===== config.mk =====
export PLATFORM = sky130hd
export DESIGN_NAME = source_text_tokenizer
export DESIGN_NICKNAME = d
export VERILOG_FILES = /design/src/rtl/core/stt_pkg.sv /design/src/rtl/core/source_text_tokenizer.sv
export SDC_FILE = /design/constraint.sdc
export NUM_CORES = 1
export LEC_CHECK = 0
export ABC_CLOCK_PERIOD_IN_PS = 17600
export BUFFER_PORTS_ARGS = -buffer_cell sky130_fd_sc_hd__buf_2
export CORE_MARGIN = 5
export CORE_UTILIZATION = 50
export CTS_CLUSTER_DIAMETER = 200
export CTS_CLUSTER_SIZE = 12
export DETAILED_ROUTE_END_ITERATION = 8
export MAX_ROUTING_LAYER = met4
export PLACE_DENSITY = 0.77
export SYNTH_ARGS = -nofsm -noshare
export SYNTH_HDL_FRONTEND = slang
export SYNTH_SLANG_ARGS = --single-unit

===== constraint.sdc =====
create_clock -name clk -period 17.6 [get_ports clk]
set_clock_uncertainty 0.1 [all_clocks]
set_input_delay 3.52 -clock clk [delete_from_list [all_inputs] [get_ports clk]]
set_output_delay 3.52 -clock clk [all_outputs]
set_load 0.01 [all_outputs]

===== src/rtl/core/stt_pkg.sv =====
// Shared types, constants and character classes for the source text tokenizer.
package stt_pkg;

  localparam int LINE_BITS_DEF   = 16;
  localparam int COLUMN_BITS_DEF = 16;
  localparam int OFFSET_BITS_DEF = 20;

  localparam int LEN_BITS    = 16;
  localparam int VALUE_BITS  = 31;
  localparam int OUT_LINE_W  = 16;
  localparam int OUT_COL_W   = 16;
  localparam int OUT_OFF_W   = 20;
  localparam int QUEUE_DEPTH = 4;
  localparam int CNT_BITS    = $clog2(QUEUE_DEPTH + 1);

  localparam logic [VALUE_BITS-1:0] INT_LIMIT = '1;
  localparam logic [LEN_BITS-1:0]   LEN_LIMIT = '1;

  localparam logic [7:0] CH_NUL   = 8'h00;
  localparam logic [7:0] CH_TAB   = 8'h09;
  localparam logic [7:0] CH_LF    = 8'h0A;
  localparam logic [7:0] CH_CR    = 8'h0D;
  localparam logic [7:0] CH_SPACE = 8'h20;
  localparam logic [7:0] CH_MINUS = 8'h2D;
  localparam logic [7:0] CH_ZERO  = 8'h30;
  localparam logic [7:0] CH_NINE  = 8'h39;
  localparam logic [7:0] CH_GT    = 8'h3E;
  localparam logic [7:0] CH_UC_A  = 8'h41;
  localparam logic [7:0] CH_UC_Z  = 8'h5A;
  localparam logic [7:0] CH_UNDER = 8'h5F;
  localparam logic [7:0] CH_LC_A  = 8'h61;
  localparam logic [7:0] CH_LC_Z  = 8'h7A;
  localparam logic [3:0] RADIX    = 4'd10;

  typedef enum logic [1:0] {
    MODE_IDLE,
    MODE_IDENT,
    MODE_INT,
    MODE_MINUS
  } mode_t;

  typedef enum logic [2:0] {
    KIND_EOF   = 3'd0,
    KIND_IDENT = 3'd1,
    KIND_INT   = 3'd2,
    KIND_MINUS = 3'd3,
    KIND_ARROW = 3'd4,
    KIND_CHAR  = 3'd5
  } kind_t;

  typedef struct packed {
    kind_t                  kind;
    logic [7:0]             char_code;
    logic [OUT_LINE_W-1:0]  line;
    logic [OUT_COL_W-1:0]   column;
    logic [OUT_OFF_W-1:0]   offset;
    logic [LEN_BITS-1:0]    length;
    logic [VALUE_BITS-1:0]  value;
    logic                   overflow;
    logic                   last;
  } token_t;

  function automatic logic is_space(input logic [7:0] c);
    return c inside {CH_SPACE, CH_TAB, CH_CR, CH_LF};
  endfunction

  function automatic logic is_digit(input logic [7:0] c);
    return c inside {[CH_ZERO:CH_NINE]};
  endfunction

  function automatic logic is_word_start(input logic [7:0] c);
    return c inside {[CH_UC_A:CH_UC_Z], [CH_LC_A:CH_LC_Z], CH_UNDER};
  endfunction

endpackage


===== src/rtl/core/source_text_tokenizer.sv =====
// Top level of the source text tokenizer: scanner state, token build and output queue.
//
// One text byte is taken per cycle while in_stall is low. Each byte completes
// zero, one or two tokens, which go into a four-entry output queue whose head
// drives the result ports. The queue sends one token per cycle while out_stall is
// low, so bytes that each complete one token stream at one per cycle, while bytes
// that complete two tokens fill the queue until in_stall holds them back. in_stall
// is raised while the queue holds more than two tokens. End of text (or a zero byte)
// flushes the pending token, sends EOF and puts line, column and offset back to their start.
module source_text_tokenizer #(
  parameter int LINE_BITS   = stt_pkg::LINE_BITS_DEF,
  parameter int COLUMN_BITS = stt_pkg::COLUMN_BITS_DEF,
  parameter int OFFSET_BITS = stt_pkg::OFFSET_BITS_DEF
) (
  input  logic                            clk,
  input  logic                            rst,
  input  logic                            in_valid,
  output logic                            in_stall,
  input  logic [7:0]                      text_byte,
  input  logic                            end_of_text,
  output logic                            out_valid,
  input  logic                            out_stall,
  output logic [2:0]                      token_kind,
  output logic [7:0]                      char_code,
  output logic [stt_pkg::OUT_LINE_W-1:0]  token_line,
  output logic [stt_pkg::OUT_COL_W-1:0]   token_column,
  output logic [stt_pkg::OUT_OFF_W-1:0]   start_offset,
  output logic [stt_pkg::LEN_BITS-1:0]    token_length,
  output logic [stt_pkg::VALUE_BITS-1:0]  int_value,
  output logic                            value_overflow,
  output logic                            last_of_step
);
  import stt_pkg::*;

  localparam int LW = (LINE_BITS > OUT_LINE_W) ? LINE_BITS : OUT_LINE_W;
  localparam int CW = (COLUMN_BITS > OUT_COL_W) ? COLUMN_BITS : OUT_COL_W;
  localparam int OW = (OFFSET_BITS > OUT_OFF_W) ? OFFSET_BITS : OUT_OFF_W;
  localparam int PROD_BITS = VALUE_BITS + 4;

  mode_t                   mode, mode_next;
  logic [LINE_BITS-1:0]    cur_line, cur_line_next;
  logic [COLUMN_BITS-1:0]  cur_column, cur_column_next;
  logic [OFFSET_BITS-1:0]  cur_offset, cur_offset_next;
  logic [LINE_BITS-1:0]    start_line, start_line_next;
  logic [COLUMN_BITS-1:0]  start_column, start_column_next;
  logic [OFFSET_BITS-1:0]  start_position, start_position_next;
  logic [LEN_BITS-1:0]     span_length, span_length_next;
  logic [VALUE_BITS-1:0]   accumulated_value, accumulated_value_next;
  logic                    overflow_seen, overflow_seen_next;

  token_t                  queue [QUEUE_DEPTH];
  token_t                  queue_next [QUEUE_DEPTH];
  logic [CNT_BITS-1:0]     count, count_next;

  logic                    in_fire, pop;
  logic                    eof, ident_cont, int_cont, arrow_hit, other;
  logic                    ch_space, ch_digit, ch_word, ch_minus, ch_single;
  logic [3:0]              digit;
  logic [PROD_BITS-1:0]    prod;
  logic [VALUE_BITS-1:0]   acc_added;
  logic                    acc_ovf;
  logic [LINE_BITS-1:0]    adv_line;
  logic [COLUMN_BITS-1:0]  adv_column;
  logic [OFFSET_BITS-1:0]  adv_offset;
  logic [LEN_BITS-1:0]     span_inc;

  logic [LW-1:0]           cur_line_ext, start_line_ext;
  logic [CW-1:0]           cur_col_ext, start_col_ext;
  logic [OW-1:0]           cur_off_ext, start_off_ext;

  token_t                  tok_a, tok_b, push0, push1;
  logic                    tok_a_valid, tok_b_valid;
  logic [1:0]              push_n;
  logic [CNT_BITS-1:0]     cnt_after;

  // Handshake and classification
  assign in_stall  = (count > CNT_BITS'(QUEUE_DEPTH - 2));
  assign in_fire   = in_valid && !in_stall;
  assign out_valid = (count != '0);
  assign pop       = out_valid && !out_stall;

  assign eof        = end_of_text || (text_byte == CH_NUL);
  assign ch_space   = is_space(text_byte);
  assign ch_digit   = is_digit(text_byte);
  assign ch_word    = is_word_start(text_byte);
  assign ch_minus   = (text_byte == CH_MINUS);
  assign ch_single  = !ch_space && !ch_digit && !ch_word && !ch_minus;
  assign ident_cont = !eof && (mode == MODE_IDENT) && (ch_word || ch_digit);
  assign int_cont   = !eof && (mode == MODE_INT) && ch_digit;
  assign arrow_hit  = !eof && (mode == MODE_MINUS) && (text_byte == CH_GT);
  assign other      = !eof && !ident_cont && !int_cont && !arrow_hit;

  // Decimal accumulate with saturation: acc * 10 + digit
  assign digit     = 4'(text_byte - CH_ZERO);
  assign prod      = PROD_BITS'({accumulated_value, 3'b000})
                   + PROD_BITS'({accumulated_value, 1'b0})
                   + PROD_BITS'(digit);
  assign acc_ovf   = (prod > PROD_BITS'(INT_LIMIT));
  assign acc_added = acc_ovf ? INT_LIMIT : prod[VALUE_BITS-1:0];

  // Saturating position advance
  assign adv_offset = (cur_offset == '1) ? cur_offset : cur_offset + OFFSET_BITS'(1);
  assign adv_line   = (text_byte != CH_LF) ? cur_line :
                      ((cur_line == '1) ? cur_line : cur_line + LINE_BITS'(1));
  assign adv_column = (text_byte == CH_LF) ? COLUMN_BITS'(1) :
                      ((cur_column == '1) ? cur_column : cur_column + COLUMN_BITS'(1));
  assign span_inc   = (span_length == LEN_LIMIT) ? span_length
                                                 : span_length + LEN_BITS'(1);

  assign cur_line_ext   = LW'(cur_line);
  assign start_line_ext = LW'(start_line);
  assign cur_col_ext    = CW'(cur_column);
  assign start_col_ext  = CW'(start_column);
  assign cur_off_ext    = OW'(cur_offset);
  assign start_off_ext  = OW'(start_position);

  // Tokens completed by this byte: A is the pending or arrow token, B is EOF or a single char
  always_comb begin
    tok_a        = '0;
    tok_a.line   = start_line_ext[OUT_LINE_W-1:0];
    tok_a.column = start_col_ext[OUT_COL_W-1:0];
    tok_a.offset = start_off_ext[OUT_OFF_W-1:0];
    tok_a_valid  = 1'b0;
    if (arrow_hit) begin
      tok_a.kind   = KIND_ARROW;
      tok_a.length = LEN_BITS'(2);
      tok_a_valid  = 1'b1;
    end else begin
      case (mode)
        MODE_IDENT: begin
          tok_a.kind   = KIND_IDENT;
          tok_a.length = span_length;
        end
        MODE_INT: begin
          tok_a.kind     = KIND_INT;
          tok_a.length   = span_length;
          tok_a.value    = accumulated_value;
          tok_a.overflow = overflow_seen;
        end
        MODE_MINUS: begin
          tok_a.kind   = KIND_MINUS;
          tok_a.length = LEN_BITS'(1);
        end
        default: begin
          tok_a.kind = KIND_EOF;
        end
      endcase
      tok_a_valid = (eof || other) && (mode != MODE_IDLE);
    end

    tok_b           = '0;
    tok_b.kind      = eof ? KIND_EOF : KIND_CHAR;
    tok_b.char_code = eof ? 8'h00 : text_byte;
    tok_b.line      = cur_line_ext[OUT_LINE_W-1:0];
    tok_b.column    = cur_col_ext[OUT_COL_W-1:0];
    tok_b.offset    = cur_off_ext[OUT_OFF_W-1:0];
    tok_b.length    = LEN_BITS'(1);
    tok_b.last      = 1'b1;
    tok_b_valid     = eof || (other && ch_single);
    tok_a.last      = !tok_b_valid;
  end

  // Scanner next state
  always_comb begin
    mode_next              = mode;
    cur_line_next          = cur_line;
    cur_column_next        = cur_column;
    cur_offset_next        = cur_offset;
    start_line_next        = start_line;
    start_column_next      = start_column;
    start_position_next    = start_position;
    span_length_next       = span_length;
    accumulated_value_next = accumulated_value;
    overflow_seen_next     = overflow_seen;
    if (in_fire) begin
      if (eof) begin
        mode_next              = MODE_IDLE;
        cur_line_next          = LINE_BITS'(1);
        cur_column_next        = COLUMN_BITS'(1);
        cur_offset_next        = '0;
        start_line_next        = LINE_BITS'(1);
        start_column_next      = COLUMN_BITS'(1);
        start_position_next    = '0;
        span_length_next       = '0;
        accumulated_value_next = '0;
        overflow_seen_next     = 1'b0;
      end else begin
        cur_line_next   = adv_line;
        cur_column_next = adv_column;
        cur_offset_next = adv_offset;
        if (ident_cont) begin
          span_length_next = span_inc;
        end else if (int_cont) begin
          span_length_next       = span_inc;
          accumulated_value_next = acc_added;
          overflow_seen_next     = overflow_seen || acc_ovf;
        end else if (arrow_hit) begin
          mode_next = MODE_IDLE;
        end else begin
          mode_next = MODE_IDLE;
          if (!ch_space) begin
            start_line_next        = cur_line;
            start_column_next      = cur_column;
            start_position_next    = cur_offset;
            span_length_next       = '0;
            accumulated_value_next = '0;
            overflow_seen_next     = 1'b0;
            if (ch_word) begin
              mode_next        = MODE_IDENT;
              span_length_next = LEN_BITS'(1);
            end else if (ch_digit) begin
              mode_next              = MODE_INT;
              span_length_next       = LEN_BITS'(1);
              accumulated_value_next = VALUE_BITS'(digit);
            end else if (ch_minus) begin
              mode_next        = MODE_MINUS;
              span_length_next = LEN_BITS'(1);
            end
          end
        end
      end
    end
  end

  // Output queue: entry 0 is the head
  assign push0     = tok_a_valid ? tok_a : tok_b;
  assign push1     = tok_b;
  assign push_n    = in_fire ? (2'(tok_a_valid) + 2'(tok_b_valid)) : 2'd0;
  assign cnt_after = count - CNT_BITS'(pop);

  always_comb begin
    for (int i = 0; i < QUEUE_DEPTH; i++) begin
      if (pop && (i < QUEUE_DEPTH - 1)) begin
        queue_next[i] = queue[(i < QUEUE_DEPTH - 1) ? i + 1 : i];
      end else begin
        queue_next[i] = queue[i];
      end
      if ((push_n != 2'd0) && (cnt_after == CNT_BITS'(i))) begin
        queue_next[i] = push0;
      end
      if ((push_n == 2'd2) && (cnt_after + CNT_BITS'(1) == CNT_BITS'(i))) begin
        queue_next[i] = push1;
      end
    end
    count_next = cnt_after + CNT_BITS'(push_n);
  end

  always_ff @(posedge clk) begin
    if (rst) begin
      mode              <= MODE_IDLE;
      cur_line          <= LINE_BITS'(1);
      cur_column        <= COLUMN_BITS'(1);
      cur_offset        <= '0;
      start_line        <= LINE_BITS'(1);
      start_column      <= COLUMN_BITS'(1);
      start_position    <= '0;
      span_length       <= '0;
      accumulated_value <= '0;
      overflow_seen     <= 1'b0;
      count             <= '0;
    end else begin
      mode              <= mode_next;
      cur_line          <= cur_line_next;
      cur_column        <= cur_column_next;
      cur_offset        <= cur_offset_next;
      start_line        <= start_line_next;
      start_column      <= start_column_next;
      start_position    <= start_position_next;
      span_length       <= span_length_next;
      accumulated_value <= accumulated_value_next;
      overflow_seen     <= overflow_seen_next;
      count             <= count_next;
    end
  end

  always_ff @(posedge clk) begin
    for (int i = 0; i < QUEUE_DEPTH; i++) begin
      queue[i] <= queue_next[i];
    end
  end

  assign token_kind     = queue[0].kind;
  assign char_code      = queue[0].char_code;
  assign token_line     = queue[0].line;
  assign token_column   = queue[0].column;
  assign start_offset   = queue[0].offset;
  assign token_length   = queue[0].length;
  assign int_value      = queue[0].value;
  assign value_overflow = queue[0].overflow;
  assign last_of_step   = queue[0].last;

  a_queue_bound: assert property (@(posedge clk) disable iff (rst)
    count <= CNT_BITS'(QUEUE_DEPTH))
    else $error("output queue overfilled");

  a_eof_restart: assert property (@(posedge clk) disable iff (rst)
    in_fire && eof |=> (mode == MODE_IDLE) && (cur_offset == '0)
                       && (cur_line == LINE_BITS'(1)) && (cur_column == COLUMN_BITS'(1)))
    else $error("position not restarted after end of text");

  a_push_shows: assert property (@(posedge clk) disable iff (rst)
    in_fire && (push_n != 2'd0) |=> out_valid)
    else $error("token request lost");

  a_eof_last: assert property (@(posedge clk) disable iff (rst)
    out_valid && (queue[0].kind == KIND_EOF) |-> last_of_step)
    else $error("EOF token not marked last of step");

endmodule

; After elaboration in Yosys (flattened, before gate mapping)
; Memory sizes are Yosys's and may differ from the RTL's.
; Cells that the tools add are included.
[word_totals]
reg_bits = 157
mem_bits_rw = 448
wordCells = 199
mem_count = 1
[classes]
addsub = 11
n_lt_le_gt_ge = 8
n_eq_ne = 34
mux = 75
reduce_logical = 59
[mem_list]
columns = memory, depth, word_bits, read_ports, rd_ports_with_merged_regs, write_ports, line
row1 = queue, 4, 112, 4, 0, 4, source_text_tokenizer.sv:51  ; token_t queue [QUEUE_DEPTH];
[op_table]
columns = cell, n
row1 = 112-bit two-way mux, 12
row2 = 16-bit two-way mux, 23
row3 = 31-bit two-way mux, 6
row4 = 20-bit two-way mux, 7
row5 = 32-bit two-way mux, 2
row6 = "16-bit by 1-bit adder with 16-bit output, second input constant", 3
row7 = "16-bit == test, second input constant", 3
row8 = 34-bit by 32-bit adder with 35-bit output, 1
row9 = 35-bit by 4-bit adder with 35-bit output, 1
row10 = "35-bit by 31-bit > comparator with 1-bit output, second input constant", 1
row11 = 16-bit one-hot mux with 2 select lines, 1
row12 = 1-bit logical AND, 27
row13 = "8-bit by 4-bit == test with 1-bit output, second input constant", 3
row14 = "8-bit by 6-bit == test with 1-bit output, second input constant", 3
row15 = "20-bit by 1-bit adder with 20-bit output, second input constant", 1
row16 = "20-bit == test, second input constant", 1
row17 = 2-bit two-way mux, 9
row18 = "8-bit by 7-bit >= comparator with 1-bit output, second input constant", 2
row19 = "8-bit by 7-bit less-or-equal comparator with 1-bit output, second input constant", 2
row20 = "2-bit != test, second input constant", 7
row21 = "3-bit by 2-bit == test with 1-bit output, second input constant", 4
row22 = 1-bit zero test, 11
row23 = 1-bit two-way mux, 9
row24 = "3-bit != test, second input constant", 3
row25 = 29 further kinds, 45

; Logic depth before layout (Yosys ltp)
; Gate-level depths: netlist (run 1).
[depth]
ltp_word = 18
mapped_depth = 18
ltp_nobuf = 12

; Worst setup path before layout (run 1)
; Ideal clock, no wire load.
[synth_path]
path_type = in2reg
from = in out_stall
to = mem queue[0][100] (netlist bit), enable pin
t_arrival_ps = 7734
path_slack_ps = 9345
path_stages = 15
path_buffers = 5
path_cell_list = nand2b_1 clkbuf_1 inv_2 clkbuf_1 clkbuf_1 ha_1 ha_1 clkbuf_1 nor2_1 ha_1 nand4b_1 nor3_1 clkbuf_1 nor2_1 nand2_1
[synth_lines]
columns = element, line
row1 = start: declaration, source_text_tokenizer.sv:22  ; input logic out_stall,
row2 = end: declaration, source_text_tokenizer.sv:51

==> out/qor.yml, run 1 <==
logic_synthesis:
  async_flop_share_pct: 0
  syn_area_per_cell_um2: 9.70
  synth_top_family_by_area: "compound AO/OA/AOI/OAI gates"
  yosysUniqueCellTypes: 91
  synth_area_leader_cell: "edfxtp_1"
  ys_seq_area_share_pct: 49.9
  synth_xor_area_share_pct: 2.01
  synth_area_leaders: "edfxtp_1 (25%), dfxtp_1 (24%), a22oi_1 (5.3%)"
  yosys.area_share.simple_pct: 12.1
  ys_ff_latch: 605
  synth_compound_area_share_pct: 24.6
  synthFlopType: "dfxtp_1"
  syn_inst: 3015
  yosysTopAreaCellShare_pct: 25.5
  synth_edf_count: 248
  syn_area_um2: 29300
  yosys.area_share.adder_pct: 3.37
  synthMuxAreaShare_pct: 3.22
  mappedNetlistNets: 3105
  synthesis.yosys.warnings: 0
finish:
  multi_input_area_um2: 13400
  design_area_um2: 31500
  regArea_um2: 14600
  synthToLayoutAreaGrowth_pct: 7.84
  layout_commonest_cell: "dfxtp_1"
  fillCellCount: 4900
  nets: 3026
  final_cell_mix: "dfxtp_1 (357), nand2_1 (352), edfxtp_1 (248)"
  drive_gt1_share_pct: 10.1
setup_path:
  worstPathMaxFanout: 92
  cp.depth: 13
  critPathLaunch: "out_stall"
  ff2ff_setup_slack_ps: 10550
  r2r-start: "count[2]"
  crit_chain: "buf_2 > nand2b_2 > buf_4 > inv_6 > ha_1 > ha_1 > nor2_1 > ha_1 > nand4b_1 > nor2_4 > nor2_1 > nand2_2 > buf_4"
  slowest_stage: "nor2_4"
  cp-endpoint: "queue[1][55]"
  worstSetupPathType: "in -> reg"
  path_common_cell: "ha_1"
  r2r-end: "queue[1][55]"
  arrival_ps: 9380
  cp-end-kind: "register"
  cp_top_family: "simple AND/OR/NAND/NOR gates"
  cp.required_ps: 17720
  cp-start-kind: "input pin"
  worst-path-buf-inv: 4
  r2r_cells: 13
  max_stage_delay_ps: 1130
clock_network:
  cts_tree: "built"
  numCtsBuffers: 56
  cts_resized: 0
  cts.path.max_buffers: 3
  numClockSinks: 605
  root_buffer: "clkbuf_16"
  post_cts_buffers: 0
  clock_latency_ps: 650
  ctsHoldBuffers: 0
  clk_pin_slew_ps: 60
  cts.htree.levels: 2
pwr:
  cellPowerDensity_nw_per_um2: 145
  power.share.clock_pct: 24.5
  totalPowerFinal_mw: 4.57
  combPwrFrac_pct: 28.8
  p_sw_mw: 1.55
  internal_power_mw: 3.03
  ir_drop_mv: 0.131
  pwr-share-seq_pct: 46.6
  p_sw_share_pct: 33.8
  p_leak_nw: 11.5
sta:
  slew_headroom_pct: 14.6
  setup_slack_ps: 8350
  max_freq_mhz: 108
  rsz0062_at_grt: "no"
  slew_violations: 0
  hold_violations: 0
  period_minus_slack_ps: 9250
  worst_pin_slew_ps: 1280
  finalSetupViolCount: 0
  hold_slack_ps: 380
  post-route-period-util_pct: 52.6
  fin_setup_tns_ps: 0
grt:
  grt_max_degree: 97
  grt_usage_pct: 25.9
  gr-total-overflow: 0
  antenna_found_initial: 0
  grt_pass1_wl_um: 132000
  grt_pass1_vias: 24000
hold_path:
  hold_path.startpoint: "queue[3][33]"
  hold_depth: 2
  hold_path_class: "reg -> reg"
floorplan:
  fp.dieH_um: 252
  dieArea_um2: 63400
  ios: 127
  die_x_um: 252
  core-area_um2: 57800
  placementRows: 88
  start_util_pct: 50.6
placed_design:
  gp_congestion: 0.909
  dp_hpwl_um: 48500
  placed_area_um2: 30000
  dp_slack_ps: 7910
  portBuffers: 126
status:
  run_status: "finished, final reports clean"
detailed_routing:
  dr.pass1.iters: 6
  drt_iter0_markers: 3034
  vias: 24600
  wl_per_cell_um: 22.5
  ant_nets: 0
  wl_um: 84200
  drc: 0
  post_drt_via_cell_ratio: 6.59
job:
  max_cap_viol_count: 0
## cells by family after synthesis
| kind of cell | count (synthesis) |
|---|---|
| compound gates | 1053 |
| simple gates | 788 |
| buf+inv | 331 |
| flops | 605 |
| mux | 94 |
| fa+ha+maj | 77 |
| xor+xnor | 67 |
## state kept, by name, summed over array words and instances, names as in the netlist
| signal | count |
|---|---|
| count | 3 |
| start_off_ext | 20 |
| span_length | 16 |
| cur_col_ext | 16 |
| overflow_seen | 1 |
| cur_off_ext | 20 |
| accumulated_value | 31 |
| cur_line | 16 |
| start_line | 16 |
| mode | 2 |
| queue | 448 |
| start_col_ext | 16 |
## per-layer routing
metal / wire length (µm) / GRT usage (%)
met3: 8840 / 5.06
met4: 2540 / 8.96
met5: 0 / -
met2: 39200 / 41.4
met1: 33600 / 33.4
## cells in the mapped netlist, drive strengths merged (9+ instances only)
master / number
dfxtp: 357
nand2: 356
edfxtp: 248
o21ai: 227
a21oi: 217
a22oi: 207
clkbuf: 207
nor2: 204
a22o: 121
a211oi: 105
mux2i: 94
buf: 87
ha: 74
a31oi: 58
nand3: 55
inv: 37
xnor2: 37
xor2: 30
nand4: 29
nor3: 25
a221o: 23
or3: 21
a21o: 17
and2: 17
nor2b: 16
and3: 14
nand2b: 11
o211ai: 11
and4: 9
o21a: 9
or2: 9
## worst min-delay path by stage
| stage | to | slack [ps] |
|---|---|---|
| after floorplan | queue[3][33] | 340 |
| after global placement | queue[3][33] | 350 |
| after detailed placement | queue[3][19] | 370 |
| after CTS | queue[3][33] | 380 |
| after global routing | queue[3][13] | 390 |
| final | queue[3][33] | 380 |
## through the flow
step | instances | util, %
after floorplan | 3015 | -
after global placement | 3643 | 51.8
after detailed placement | 3643 | 51.8
after CTS | 3735 | 54.6
after global routing | 3735 | 54.6
final | 3736 | 54.6
## power groups by stage
| stage | registers [mW] | clock network [mW] | logic [mW] |
|---|---|---|---|
| after floorplan | 2.15 | 0 | 0.834 |
| after global placement | 2.14 | 0 | 1.24 |
| after detailed placement | 2.15 | 0 | 1.30 |
| after CTS | 2.13 | 1.13 | 1.30 |
| after global routing | 2.16 | 1.18 | 1.43 |
| final | 2.13 | 1.12 | 1.32 |
## tightest hold or removal path: cells and delay by family, from the launching register on
family	cells	cell delay (ps)
DFF	1	310
and+or+nand+nor	2	110
## layout make-up
cell class	instances	share of cell area, %
multi-input cells	2079	42.5
repair buffers	157	2.74
inverters	37	0.456
clock buffers	88	4.82
flip-flops and latches	605	46.3
well taps	765	3.03
clock inverters	4	0.214
diodes	1	0.00793
Power figures use the tool's default switching activity.
==> run 2: changes to the inputs <==
--- a/config.mk
+++ b/config.mk
@@ -5,7 +5,7 @@
 export SDC_FILE = /design/constraint.sdc
 export NUM_CORES = 1
 export LEC_CHECK = 0
-export ABC_CLOCK_PERIOD_IN_PS = 17600
+export ABC_CLOCK_PERIOD_IN_PS = 8000
 export BUFFER_PORTS_ARGS = -buffer_cell sky130_fd_sc_hd__buf_2
 export CORE_MARGIN = 5
 export CORE_UTILIZATION = 50
@@ -13,7 +13,7 @@
 export CTS_CLUSTER_SIZE = 12
 export DETAILED_ROUTE_END_ITERATION = 8
 export MAX_ROUTING_LAYER = met4
-export PLACE_DENSITY = 0.77
+export PLACE_DENSITY = 0.79
 export SYNTH_ARGS = -nofsm -noshare
 export SYNTH_HDL_FRONTEND = slang
 export SYNTH_SLANG_ARGS = --single-unit
==> constraint.sdc (replaced) <==
create_clock -name clk -period 8 [get_ports clk]
set_clock_uncertainty 0.1 [all_clocks]
set_input_delay 1.6 -clock clk [delete_from_list [all_inputs] [get_ports clk]]
set_output_delay 1.6 -clock clk [all_outputs]
set_load 0.01 [all_outputs]
==> run 2 against run 1 <==
  * Sequential power up 120%
  * Routed wire length is 2.5% lower
  * Worst setup slack worse by 6200 ps
  * Clock power rose by 120%
  * Core utilization grew 0.071 points
  * Final area grew 0.13%
  * Combinational power up 120%
  * Largest cell class unchanged
  * Highest routed layer unchanged
==> out/qor.yml, run 2 (synthesized netlist as in run 1, its figures left out) <==
finish:
  fillCellCount: 4959
  finalNonFillerCells: 3736
  synthToLayoutAreaGrowth_pct: 7.98
  drive_gt1_share_pct: 10.2
  largest_register_ffs: 448
  final_cell_mix: "dfxtp_1 (357), nand2_1 (352), edfxtp_1 (248)"
  reg.largest.list: "queue: 448 flops, accumulated_value: 31 flops"
  nets: 3028
  top_register: "queue"
  layout_commonest_cell: "dfxtp_1"
  insertedDiodeCount: 0
detailed_routing:
  dr.pass1.iters: 6
  post_drt_via_cell_ratio: 6.48
  ant_nets: 0
  drc: 0
  wl_um: 82000
  vias: 24200
  drt_iter0_markers: 2996
  wl_per_cell_um: 22.0
floorplan:
  die_x_um: 252
  placementRows: 88
  ios: 127
  start_util_pct: 50.6
  core-area_um2: 57800
  dieArea_um2: 63400
  fp.dieH_um: 252
setup_path:
  worstPathMaxFanout: 62
  arrival_ps: 5920
  cp-start-kind: "input pin"
  cp.required_ps: 8040
  cp-end-kind: "register"
  worstSetupPathType: "in -> reg"
clock_network:
  root_buffer: "clkbuf_16"
  clk_pin_slew_ps: 70
  cts_resized: 0
  clock_latency_ps: 640
  cts_tree: "built"
  ctsHoldBuffers: 0
  numCtsBuffers: 56
  numClockSinks: 605
  post_cts_buffers: 0
  cts.htree.levels: 2
  cts.path.max_buffers: 3
placed_design:
  gp_congestion: 0.941
  portBuffers: 126
  placed_cells: 3645
  dp_hpwl_um: 47800
pwr:
  cellPowerDensity_nw_per_um2: 318
  p_leak_nw: 11.5
  ir_drop_mv: 0.235
sta:
  hold_violations: 0
  finalSetupViolCount: 0
  post-route-period-util_pct: 73.5
  max_freq_mhz: 170
  hold_slack_ps: 371
  period_minus_slack_ps: 5880
  fin_setup_tns_ps: 0
  worst_pin_slew_ps: 1220
  slew_violations: 0
  rsz0062_at_grt: "no"
  slew_headroom_pct: 18.4
grt:
  grt_pass1_vias: 22700
  grt_pass1_wl_um: 128000
  gr-total-overflow: 0
  antenna_found_initial: 0
  grt_usage_pct: 25.3
  grt_max_degree: 94
hold_path:
  hold_path_class: "reg -> reg"
job:
  max_cap_viol_count: 0
status:
  run_status: "finished, final reports clean"
==> run 2: cell types whose count changed in the layout (fill, tap and decap cells not counted) <==
cell / change
nand2_4: +1
buf_12: +2
diode_2: -1
nand2_2: -1
buf_4: +1
buf_2: -1
clkbuf_1: -1
==> run 2: layout make-up <==
class                   count  area (µm²)  area share (%)
flip-flops and latches    605       14600            46.2
multi-input cells        2079       13400            42.4
clock buffers              87        1520            4.80
well taps                 765         957            3.03
repair buffers            159         906            2.87
inverters                  37         144           0.456
clock inverters             4        67.6           0.214
==> run 2: power breakdown <==
group | internal [mW] | switching [mW] | total [mW]
logic | 1.05 | 1.81 | 2.85
clock network | 1.30 | 1.18 | 2.48
registers | 4.32 | 0.383 | 4.70
total | 6.66 | 3.37 | 10.0
==> run 2: critical path, stage by stage <==
cell and delay [ps]:
buf_2 160, nor3_4 320, and2_1 220, a21o_1 480, nor3_4 200, o21ai_4 420
ha_1 360, o21ai_0 360, or2_2 230, nor2_4 50, nor2_1 700, nand2_4 770
==> run 2: final timing paths <==
check,from,endpoint,slack [ps],depth (start not counted)
min,queue[3][33],queue[3][33],370,2
max,text_byte[7],queue[0][86],2120,12
min reg2reg,queue[3][33],queue[3][33],370,2
max reg2reg,count[2],queue[0][95],3050,12
==> run 2: routing by layer <==
layer / GRT usage, % / share of wire, %
met1: 34.4 / 42
met3: 4.36 / 9.7
met5: - / 0
met4: 7.99 / 3.1
met2: 39.1 / 46
==> run 2: metrics by stage <==
step                      utilization [%]  cell area, µm²  total power [mW]  worst slack (ps)
final                                54.6           31600              10.0              2120
after floorplan                         -           29300              6.58              1660
after detailed placement             51.9           30000              7.56              1600
after global placement               51.9           30000              7.46              1740
after global routing                 54.6           31600              10.5              1840
after CTS                            54.6           31600              10.0              2250
